<file path="src/rtl/core/ocv_pkg.sv">
// Shared types and constants of the orbit camera view matrix unit.
// Used by ocv_mul, ocv_ctrl and the top level; depends on nothing.
`default_nettype none

package ocv_pkg;

  // Sequencer states
  typedef enum logic [1:0] {
    ST_IDLE,
    ST_ISSUE,
    ST_WB,
    ST_DONE
  } state_t;

  // Micro-operations, each one pass through the shared multiplier
  typedef enum logic [3:0] {
    OP_ZOOM,
    OP_SX2,
    OP_SP9,
    OP_SP7,
    OP_SP5,
    OP_SP3,
    OP_SV,
    OP_M0,
    OP_M1,
    OP_M2,
    OP_M3,
    OP_EYE,
    OP_DOT
  } op_t;

  // Register indexes of the configuration port
  localparam logic [1:0] REG_MAX_PITCH = 2'd0;
  localparam logic [1:0] REG_MIN_ZOOM  = 2'd1;
  localparam logic [1:0] REG_MAX_ZOOM  = 2'd2;

  // Sine polynomial coefficients, Q30
  localparam logic [31:0] SIN_C1 = 32'd1686629713;
  localparam logic [31:0] SIN_C3 = 32'd693598668;
  localparam logic [31:0] SIN_C5 = 32'd85569305;
  localparam logic [31:0] SIN_C7 = 32'd5026996;
  localparam logic [31:0] SIN_C9 = 32'd172273;

  // Shared multiplier operand widths
  localparam int MUL_A_W = 34;
  localparam int MUL_B_W = 32;
  localparam int MUL_P_W = MUL_A_W + MUL_B_W;

  // Sequencer control toward the datapath
  typedef struct packed {
    logic       idle;
    logic       issue;
    logic       wb;
    logic       publish;
    op_t        op;
    logic [3:0] cnt;
  } ctl_t;

endpackage

`default_nettype wire

</file>
<file path="src/rtl/core/ocv_mul.sv">
// Shared signed multiplier with a registered product.
// Depends on ocv_pkg for operand widths.
`default_nettype none

module ocv_mul
  import ocv_pkg::*;
(
  input  wire                       clk,
  input  wire                       en,
  input  wire  signed [MUL_A_W-1:0] a,
  input  wire  signed [MUL_B_W-1:0] b,
  output logic signed [MUL_P_W-1:0] prod_r
);

  // Product register, loaded on issue
  always_ff @(posedge clk) begin
    if (en) begin
      prod_r <= a * b;
    end
  end

endmodule

`default_nettype wire

</file>
<file path="config.mk">
export PLATFORM = sky130hd
export DESIGN_NAME = ocv_mul
export DESIGN_NICKNAME = d
export VERILOG_FILES = /design/src/rtl/core/ocv_pkg.sv /design/src/rtl/core/ocv_mul.sv
export SDC_FILE = /design/constraint.sdc
export NUM_CORES = 2
export LEC_CHECK = 0
export ABC_CLOCK_PERIOD_IN_PS = 22900
export BUFFER_PORTS_ARGS = -buffer_cell sky130_fd_sc_hd__buf_4
export CAP_MARGIN = 40
export CORE_ASPECT_RATIO = 0.7
export CORE_MARGIN = 1
export CORE_UTILIZATION = 40
export CTS_CLUSTER_SIZE = 30
export DETAILED_ROUTE_END_ITERATION = 6
export HOLD_SLACK_MARGIN = 0.12
export PLACE_DENSITY = 0.66
export SYNTH_ARGS = -nofsm -noshare
export SYNTH_HDL_FRONTEND = slang
export SYNTH_SLANG_ARGS = --single-unit
</file>
<file path="constraint.sdc">
create_clock -name clk -period 22.9 [get_ports clk]
set_input_delay 2.29 -clock clk [delete_from_list [all_inputs] [get_ports clk]]
set_output_delay 2.29 -clock clk [all_outputs]
set_load 0.05 [all_outputs]
</file>
==> impl_results.rst <==
.. list-table::
   :header-rows: 1

   * - Metric
     - Value
   * - Dpl ws
     - 12430 ps
   * - Grt total ovfl
     - 0
   * - Layout cell share with drive strength beyond 1
     - 4.32%
   * - Regs by FF count
     - prod_r x66
   * - Clock Path Buffers
     - 2
   * - Fill count
     - 9725
   * - Worst-path clk slew
     - 70 ps
   * - Area contributors post-synth
     - fa_1, inv_1, and2_1
   * - Final hold slack
     - 2340 ps
   * - Remaining DRCs
     - 0
   * - Register bank with the most flops
     - prod_r
   * - Number of resized instances in the post-cts repair step
     - 0
   * - Routability-driven placement congestion ratio
     - 0.886
   * - Worst endpoint data arrival time
     - 10300 ps
   * - Post-route non-filler standard cell count
     - 5476
   * - CTS buffer count
     - 9
   * - Critical path start-end classification
     - input port to flop
   * - Total wire length
     - 112000 um
   * - Worst Setup Slack, final
     - 12710 ps
   * - Number of setup buffers added after CTS
     - 0
   * - Total nets after synthesis
     - 5610
   * - Final count of negative-setup-slack endpoints
     - 0
   * - Post-CTS Hold Fix Bufs
     - 0
   * - Remaining antenna violation count
     - 0
   * - WHS Path Cells
     - 1
   * - Estimated wirelength of the detail-placed design
     - 89900 um
   * - Most used flip-flop cell after synthesis
     - edfxtp_1
   * - H-tree lvl count
     - 3
   * - Xor and xnor fraction of the mapped netlist area
     - 1.58%
   * - Endpoint type of the worst setup path
     - flop
   * - Number of distinct library cells after synthesis
     - 61
   * - Max cap viols
     - 0
   * - Peak fanout along the critical path
     - 34
   * - Hold path startpoint
     - en
   * - Global-route wire length before repair
     - 180000 um
   * - Share of synthesized cell area in full adder, half adder and majority cells
     - 62.5%
   * - NumNets Final
     - 5532
   * - GR Util All Layers
     - 23.2%
   * - Synth async-reset ratio
     - 0%
   * - End of the worst hold path
     - prod_r[62]$_DFFE_PP_
   * - Least-Margin Pin Slew
     - 792 ps
   * - Pins over their slew limit
     - 0
   * - Horizontal extent of the die
     - 382 um
   * - Run status
     - finished, final reports clean
   * - Largest net degree at the start of global routing
     - 47
   * - Max frequency
     - 98.2 MHz
   * - Mux share of post-synthesis cell area
     - 0%
   * - Layout area overhead
     - 5.39%
   * - Max-slew headroom
     - 47.2%
   * - TNS Setup
     - 0 ps
   * - Placed Cells
     - 5459
   * - Synthesized-area fraction occupied by ao, oa, aoi and oai cells
     - 3.73%
   * - Class of the tightest hold or removal check
     - input port to flop
   * - CTS root buf
     - clkbuf_16
   * - First-pass iteration count of the detailed router
     - 5
   * - Setup repair after global routing missed its margin
     - false
   * - CTS tree
     - done
   * - Via count of the first global-routing pass
     - 30000
   * - CP Data Required Time
     - 23010 ps
   * - Number of flops mapped to enable cells by yosys
     - 66
   * - Main combinational cell family by area after synthesis
     - adder cells
   * - Starting DRT DRC Count
     - 2196
   * - Effective utilization at floorplan
     - 40.4%
   * - Basic-gate share of the synthesized area counting and, or, nand and nor cells
     - 15.4%
   * - Die footprint
     - 102000 sq um
   * - Count of buffers inserted at the top-level ports
     - 133
   * - Number of ports placed on the die boundary
     - 134
   * - Sequential standard cell area
     - 1980 sq um
   * - Core Footprint
     - 100000 sq um
   * - Post-synthesis instance total
     - 4212
   * - Seq/Total Area, Yosys
     - 4.91%
   * - Final worst-path cycle share
     - 44.5%
   * - Flip-flop and latch count after synthesis
     - 66
   * - Detailed-route wire length per cell
     - 20.5 um
   * - Via total after detailed routing
     - 27700
   * - Synthesis Warnings
     - 0
   * - Post-Synthesis Mean Instance Area
     - 9.58 sq um
   * - Post-Syn Area
     - 40400 sq um
   * - Standard-cell rows
     - 97
   * - Flip-flop count of the largest register, all copies and words added
     - 66
   * - Count of final hold-check violations
     - 0
   * - Crit path time final
     - 10190 ps
   * - Yosys top cell by area
     - fa_1
   * - Clk sink count
     - 66
   * - Die Span Y
     - 268 um
   * - Area fraction of the dominant cell type after synthesis
     - 56.7%
   * - Startpoint class of the critical path
     - input port
   * - DR vias/cell
     - 5.07
   * - Multi-input combinational cell area
     - 33600 sq um
   * - Initial antenna violation count
     - 2
logic make-up after synthesis:
family | after synthesis
simple gates | 1244
buf+inv | 1280
xor+xnor | 73
fa+ha+maj | 1330
compound gates | 219
flops | 66
stage by stage:
| step | utilization, % | instance area, sq um |
|---|---|---|
| floorplan | - | 40400 |
| global placement | 42.2 | 42200 |
| detailed placement | 42.2 | 42200 |
| CTS | 42.5 | 42500 |
| global route | 42.5 | 42500 |
| finish | 42.5 | 42500 |
cell type report:
type	instances	area share (%)
Multi-Input combinational cell	2866	78.9
Inverter	1053	9.29
Sequential cell	66	4.66
Tap cell	1336	3.93
Timing Repair Buffer	138	2.52
Clock buffer	9	0.530
Clock inverter	7	0.162
Antenna cell	1	0.00588
layout by cell type, fill, tap and decap left out, types with 6 or more instances in the layout:
master	count
clkbuf_16	9
xnor2_1	52
a21o_1	32
nor2_1	64
nand3_1	21
ha_1	188
edfxtp_1	66
and2_1	534
o21ai_0	35
a31oi_1	10
inv_1	1053
and3_1	6
a211oi_1	6
a21oi_1	73
nor3_1	10
o211ai_1	8
nand2_1	565
fa_1	1142
nand4_1	10
xor2_1	21
nor2b_1	8
buf_4	135
o21bai_1	10
nand2b_1	14
routing by layer:
metal	track usage, %	vias up	share of wire, %
li1	-	11900	-
met1	36.0	14400	46
met2	29.9	1415	38
met3	9.83	65	14
met4	3.30	4	0.99
met5	0.417	-	0.059
critical path, stage by stage:
cell	delay, ps
buf_4	390
nand2_1	160
inv_1	150
fa_1	450
inv_1	210
fa_1	560
fa_1	580
inv_1	70
fa_1	1030
inv_1	320
fa_1	550
inv_1	50
fa_1	570
fa_1	460
fa_1	510
ha_1	370
a21oi_1	190
o21ai_0	90
a21oi_1	190
o21ai_0	100
a31oi_1	220
a21oi_1	100
a31oi_1	290
a41oi_1	180
xor2_1	160
cells in the mapped netlist, drive strengths merged (4+ instances only):
library cell and instances:
and2 534, o31ai 4, nand4 10, nand2b 14
a211oi 8, clkbuf 219, o41ai 4, and3 7
fa 1142, a21boi 5, nand3 21, o21ai 37
a31oi 10, buf 8, nor2 64, a2111oi 4
a21o 32, inv 1053, ha 188, a21oi 75
xnor2 52, o211ai 9, xor2 21, edfxtp 66
nand2 566, nor2b 8, o21bai 10, nor3 11
worst max-delay path by stage:
stage | slack, ps | startpoint | depth (start not counted) | to
floorplan | 13220 | a[33] | 23 | prod_r[65]$_DFFE_PP_
global placement | 12480 | b[5] | 25 | prod_r[64]$_DFFE_PP_
detailed placement | 12430 | b[2] | 24 | prod_r[61]$_DFFE_PP_
CTS | 12820 | b[5] | 25 | prod_r[64]$_DFFE_PP_
global route | 12330 | b[5] | 27 | prod_r[64]$_DFFE_PP_
finish | 12710 | b[5] | 25 | prod_r[64]$_DFFE_PP_
Power is left out: the tool's default activity adds up to more than one toggle a clock period on the data nets, which glitch-free logic cannot reach.
