### src/rtl/core/ocv_pkg.sv
// Shared types and constants of the orbit camera view matrix unit.
// Used by ocv_mul, ocv_ctrl and the top level; depends on nothing.
`default_nettype none

package ocv_pkg;

  // Sequencer states
  typedef enum logic [1:0] {
    ST_IDLE,
    ST_ISSUE,
    ST_WB,
    ST_DONE
  } state_t;

  // Micro-operations, each one pass through the shared multiplier
  typedef enum logic [3:0] {
    OP_ZOOM,
    OP_SX2,
    OP_SP9,
    OP_SP7,
    OP_SP5,
    OP_SP3,
    OP_SV,
    OP_M0,
    OP_M1,
    OP_M2,
    OP_M3,
    OP_EYE,
    OP_DOT
  } op_t;

  // Register indexes of the configuration port
  localparam logic [1:0] REG_MAX_PITCH = 2'd0;
  localparam logic [1:0] REG_MIN_ZOOM  = 2'd1;
  localparam logic [1:0] REG_MAX_ZOOM  = 2'd2;

  // Sine polynomial coefficients, Q30
  localparam logic [31:0] SIN_C1 = 32'd1686629713;
  localparam logic [31:0] SIN_C3 = 32'd693598668;
  localparam logic [31:0] SIN_C5 = 32'd85569305;
  localparam logic [31:0] SIN_C7 = 32'd5026996;
  localparam logic [31:0] SIN_C9 = 32'd172273;

  // Shared multiplier operand widths
  localparam int MUL_A_W = 34;
  localparam int MUL_B_W = 32;
  localparam int MUL_P_W = MUL_A_W + MUL_B_W;

  // Sequencer control toward the datapath
  typedef struct packed {
    logic       idle;
    logic       issue;
    logic       wb;
    logic       publish;
    op_t        op;
    logic [3:0] cnt;
  } ctl_t;

endpackage

`default_nettype wire

### src/rtl/core/ocv_ctrl.sv
// Sequencer of the orbit camera unit: steps the micro-operation list,
// with an issue state and then a writeback state per multiply. Depends on ocv_pkg.
`default_nettype none

module ocv_ctrl
  import ocv_pkg::*;
(
  input  wire  clk,
  input  wire  rst_n,
  input  wire  in_fire,
  input  wire  out_free,
  output ctl_t ctl
);

  state_t     state_r, state_nxt;
  op_t        op_r, op_nxt;
  logic [3:0] cnt_r, cnt_nxt;

  always_ff @(posedge clk) begin
    if (!rst_n) begin
      state_r <= ST_IDLE;
      op_r    <= OP_ZOOM;
      cnt_r   <= 4'd0;
    end else begin
      state_r <= state_nxt;
      op_r    <= op_nxt;
      cnt_r   <= cnt_nxt;
    end
  end

  // Next state and next operation
  always_comb begin
    state_nxt = state_r;
    op_nxt    = op_r;
    cnt_nxt   = cnt_r;
    unique case (state_r)
      ST_IDLE: begin
        if (in_fire) begin
          state_nxt = ST_ISSUE;
          op_nxt    = OP_ZOOM;
          cnt_nxt   = 4'd0;
        end
      end
      ST_ISSUE: state_nxt = ST_WB;
      ST_WB: begin
        state_nxt = ST_ISSUE;
        unique case (op_r)
          OP_ZOOM: begin
            op_nxt  = OP_SX2;
            cnt_nxt = 4'd0;
          end
          OP_SX2: op_nxt = OP_SP9;
          OP_SP9: op_nxt = OP_SP7;
          OP_SP7: op_nxt = OP_SP5;
          OP_SP5: op_nxt = OP_SP3;
          OP_SP3: op_nxt = OP_SV;
          OP_SV: begin
            if (cnt_r < 4'd3) begin
              op_nxt  = OP_SX2;
              cnt_nxt = cnt_r + 4'd1;
            end else begin
              op_nxt  = OP_M0;
              cnt_nxt = 4'd0;
            end
          end
          OP_M0: op_nxt = OP_M1;
          OP_M1: op_nxt = OP_M2;
          OP_M2: op_nxt = OP_M3;
          OP_M3: begin
            op_nxt  = OP_EYE;
            cnt_nxt = 4'd0;
          end
          OP_EYE: begin
            if (cnt_r < 4'd2) begin
              cnt_nxt = cnt_r + 4'd1;
            end else begin
              op_nxt  = OP_DOT;
              cnt_nxt = 4'd0;
            end
          end
          OP_DOT: begin
            if (cnt_r < 4'd8) begin
              cnt_nxt = cnt_r + 4'd1;
            end else begin
              state_nxt = ST_DONE;
            end
          end
          default: op_nxt = OP_ZOOM;
        endcase
      end
      ST_DONE: begin
        if (out_free) begin
          state_nxt = ST_IDLE;
        end
      end
      default: state_nxt = ST_IDLE;
    endcase
  end

  // Control outputs
  always_comb begin
    ctl.idle    = 1'b0;
    ctl.issue   = 1'b0;
    ctl.wb      = 1'b0;
    ctl.publish = 1'b0;
    ctl.op      = op_r;
    ctl.cnt     = cnt_r;
    unique case (state_r)
      ST_IDLE:  ctl.idle    = 1'b1;
      ST_ISSUE: ctl.issue   = 1'b1;
      ST_WB:    ctl.wb      = 1'b1;
      ST_DONE:  ctl.publish = out_free;
      default:  ctl.idle    = 1'b0;
    endcase
  end

endmodule

`default_nettype wire

### config.mk
export PLATFORM = sky130hd
export DESIGN_NAME = ocv_ctrl
export DESIGN_NICKNAME = d
export VERILOG_FILES = /design/src/rtl/core/ocv_pkg.sv /design/src/rtl/core/ocv_ctrl.sv
export SDC_FILE = /design/constraint.sdc
export NUM_CORES = 1
export LEC_CHECK = 0
export BUFFER_PORTS_ARGS = -buffer_cell sky130_fd_sc_hd__buf_2
export CORE_AREA = 2 2 44 46
export DETAILED_ROUTE_END_ITERATION = 10
export DIE_AREA = 0 0 46 48
export GPL_TIMING_DRIVEN = 1
export PLACE_DENSITY_LB_ADDON = 0.15
export SYNTH_ARGS = -nofsm -noshare
export SYNTH_HDL_FRONTEND = slang
export SYNTH_SLANG_ARGS = --single-unit
### constraint.sdc
create_clock -name clk -period 1.5 [get_ports clk]
set_input_delay 0.075 -clock clk [delete_from_list [all_inputs] [get_ports clk]]
set_output_delay 0.075 -clock clk [all_outputs]
set_load 0.03 [all_outputs]
==> impl_results.md <==
* Total wire length at 2193 um
* Post-Layout Inst Area at 0.001047 mm^2
* DRC violations left at 0
* Fraction of met2 tracks used by global routing at 0.3389
* Synthesized Nets at 99
* Worst hold path depth at 4
* Num Clock Sinks at 10
* RSZ-0062 raised after global routing: yes
* Share of cells above drive strength 1 at 0.4836
* CTS Root Buffer Type: clkbuf_4
* Critical Path Sink Type: flop
* Number of routed nets with antenna violations at 0
* Number of register bits inferred by synthesis at 10
* Weighted congestion at the end of routability-driven global placement at 0.9036
* Share of the synthesized area in the top cell type at 0.2744
* Worst supply voltage drop on vdd at 0.4631 mV
* X dimension of the die at 46 um
* Worst path cell trace: and2b_2 > nand4_1 > nand3_2 > or4_1 > o21ai_1
* Placement Rows at 15
* Worst Reg-to-Reg Cells at 5
* Crit Reg-Reg Endpoint: op_r[2]$_SDFFE_PN0P_
* Clock transition at the registers of the reported paths at 70 ps
* Yosys top cell by area: dfxtp_1
* Maximum net fanout on the critical path at 6
* Average routed wire per standard cell at 15.78 um
* Upper clock frequency limit at 671.3 MHz
* Initial antenna violation count at 0
* Cell area after synthesis at 729.5 um^2
* Routed via count at 828
* Post-route fraction of the period consumed by the critical path at 0.9931
* Setup Total Neg Slack at 0 ps
* Largest net degree at the start of global routing at 12
* Static power due to leakage at 0.4325 nW
* Via count of the first global-routing pass at 706
* Origin of the critical flop-to-flop path: op_r[2]$_SDFFE_PN0P_
* Final-report max-slew violation count at 0
* Type of the worst setup path: reg -> reg
* Area growth, synth to finish at 43.57%
* TritonCTS Buffers at 3
* Net total in the final layout at 128
* Run status: finished, final reports clean
* Power density cells at 609.3 mW/mm^2
* Fraction of met1 tracks used by global routing at 0.2617
* Utilization after layout at 0.6200
* Synth top area cells: dfxtp_1 27%, nor2b_1 4.3%, a21oi_1 4.1%
* Unique masters post-synth at 43
* Critical Path AT at 1680 ps
* Number of detailed-route iterations in the first pass at 5
* Effective utilization at floorplan at 0.4319
* Total Routing Usage GR at 0.2075
* Worst Hold Endpoint: state_r[0]$_SDFFE_PN0P_
* Die area at 0.002208 mm^2
* Wire length of the first global-routing pass at 3249 um
* Maximum level of the CTS H-tree at 1
* Slowest CP cell: or4_1
* Cell area after placement at 902.1 um^2
* I/O pins at 16
* Reg-to-reg setup timing slack at 10 ps
* GRT Residual Overflow at 0
* Launch point of the worst hold path: out_free
* CP Launch Type: flop
* Total of max-cap violations at 0
* Worst-case clock skew at 2.893 ps
* Die outline height at 48 um
* Most Used Layer, Global Route: met2
* Maximum count of clock buffers along a single path at 2
* Hold Vio Cnt, Final at 0
* Violation count after the first detailed-routing iteration at 48
* Worst-Margin Slew at 389.4 ps
* Mapped Cells at 94
* Diode insertion count for antenna repair at 0
* Largest stage delay, worst path at 470 ps
* CTS tree: yes
* Fin crit period at 1490 ps
* Final setup violating endpoints at 0
* Data required time of the worst path at 1690 ps
* Vias/cell at 5.957
* Synth warn at 0
* Clk_lat worst skew at 270 ps
* Sequential cell area fraction in the yosys report at 0.2744
* Met3 GRT Util at 0.05660
* Relative slew slack at 0.7369
* Sum of net half-perimeters after detailed placement at 1445 um
* HP Class: in -> reg
* Placeable Area at 0.001689 mm^2
* Input/output buffers at 15
* Syn Area/Cell at 7.760 um^2
## where the power goes
group	switching (W)	internal (W)	total [W]	leakage, nW
combinational	0.0000706	0.0000453	0.000116	0.325
sequential	0.00000754	0.000262	0.000270	0.0866
clock	0.000105	0.000148	0.000252	0.0210
## how the worst max path moves through the flow
stage	startpoint	end	depth (start not counted)	slack, ps
after floorplan	op_r[3]$_SDFFE_PN0P_	cnt_r[2]$_SDFFE_PN0P_	5	-2
after global placement	cnt_r[1]$_SDFFE_PN0P_	cnt_r[0]$_SDFFE_PN0P_	6	-30
after detailed placement	op_r[2]$_SDFFE_PN0P_	cnt_r[2]$_SDFFE_PN0P_	5	-50
after CTS	op_r[2]$_SDFFE_PN0P_	cnt_r[2]$_SDFFE_PN0P_	5	10
after global routing	op_r[0]$_SDFFE_PN0P_	cnt_r[2]$_SDFFE_PN0P_	4	-90
final	op_r[2]$_SDFFE_PN0P_	op_r[2]$_SDFFE_PN0P_	5	10
## per-stage QoR
stage | cells | setup slack [ps] | total power, W | hold slack [ps]
2_1_floorplan | 94 | -2.244 | 0.0003494 | 266.3
3_3_place_gp | 132 | -28.74 | 0.0003856 | 396.8
3_5_place_dp | 132 | -48.23 | 0.0003861 | 404.3
4_1_cts | 138 | 11.75 | 0.0006452 | 116.9
5_1_grt | 139 | -93.45 | 0.0006725 | 118.4
6_report | 139 | 10.42 | 0.0006381 | 120.5
## layout make-up
class	instances	area, um^2
Inverter	4	15.01
Fill cell	143	641.9
Sequential cell	10	222.7
Clock buffer	4	36.28
Tap cell	17	21.27
Timing Repair Buffer	31	198.9
Multi-Input combinational cell	73	553.0
## worst max-delay path: cells and delay by family (launching register included)
kind	cells	cell delay, ps
AO/OA/AOI/OAI	1	100
flip-flops	1	380
AND/OR/NAND/NOR	4	930
## cells in the mapped netlist (all sizes together)
cell type  number
dfxtp          10
o21ai           9
nand2           8
a21oi           6
nand3           6
nor2b           5
a31oi           4
buf             4
inv             4
clkbuf          3
nor3            3
o22ai           3
nand4           2
nor2            2
nor3b           2
a211oi          1
a311oi          1
a31o            1
a32o            1
a32oi           1
and2            1
and2b           1
and3            1
ha              1
nand2b          1
nand3b          1
nand4b          1
nor4            1
nor4bb          1
o211ai          1
o21ba           1
o21bai          1
o31ai           1
o41ai           1
or2b            1
or3             1
or4             1
xnor2           1
## metal layers
metal	vias up	wire (um)
met4	0	37
met2	34	1009
met3	6	125
li1	407	-
met1	381	1020
met5	-	0
## cells by family after synthesis
family | share of synthesized area
buf+inv | 0.07203
compound gates | 0.2985
fa+ha+maj | 0.01715
simple gates | 0.3259
flops | 0.2744
xor+xnor | 0.01201
## flip-flops by register name (all words and copies together) (netlist names)
signal and cells:
cnt_r 4, op_r 4, state_r 2
## placed cells by master, fill, tap and decap left out, drive strengths merged, types with 3 or more instances in the layout
master,instances
a21oi,6
a31oi,4
buf,31
clkbuf,4
dfxtp,10
inv,4
nand2,8
nand3,6
nor2b,5
nor3,3
o21ai,9
o22ai,3
## timing repair
item	in CTS	in global routing
hold buffers	0	0
pin swaps	0	5
gates resized for setup	9	10
endpoints found under the setup margin	4	7
buffers inserted	2	1
Power figures use the tool's default switching activity.
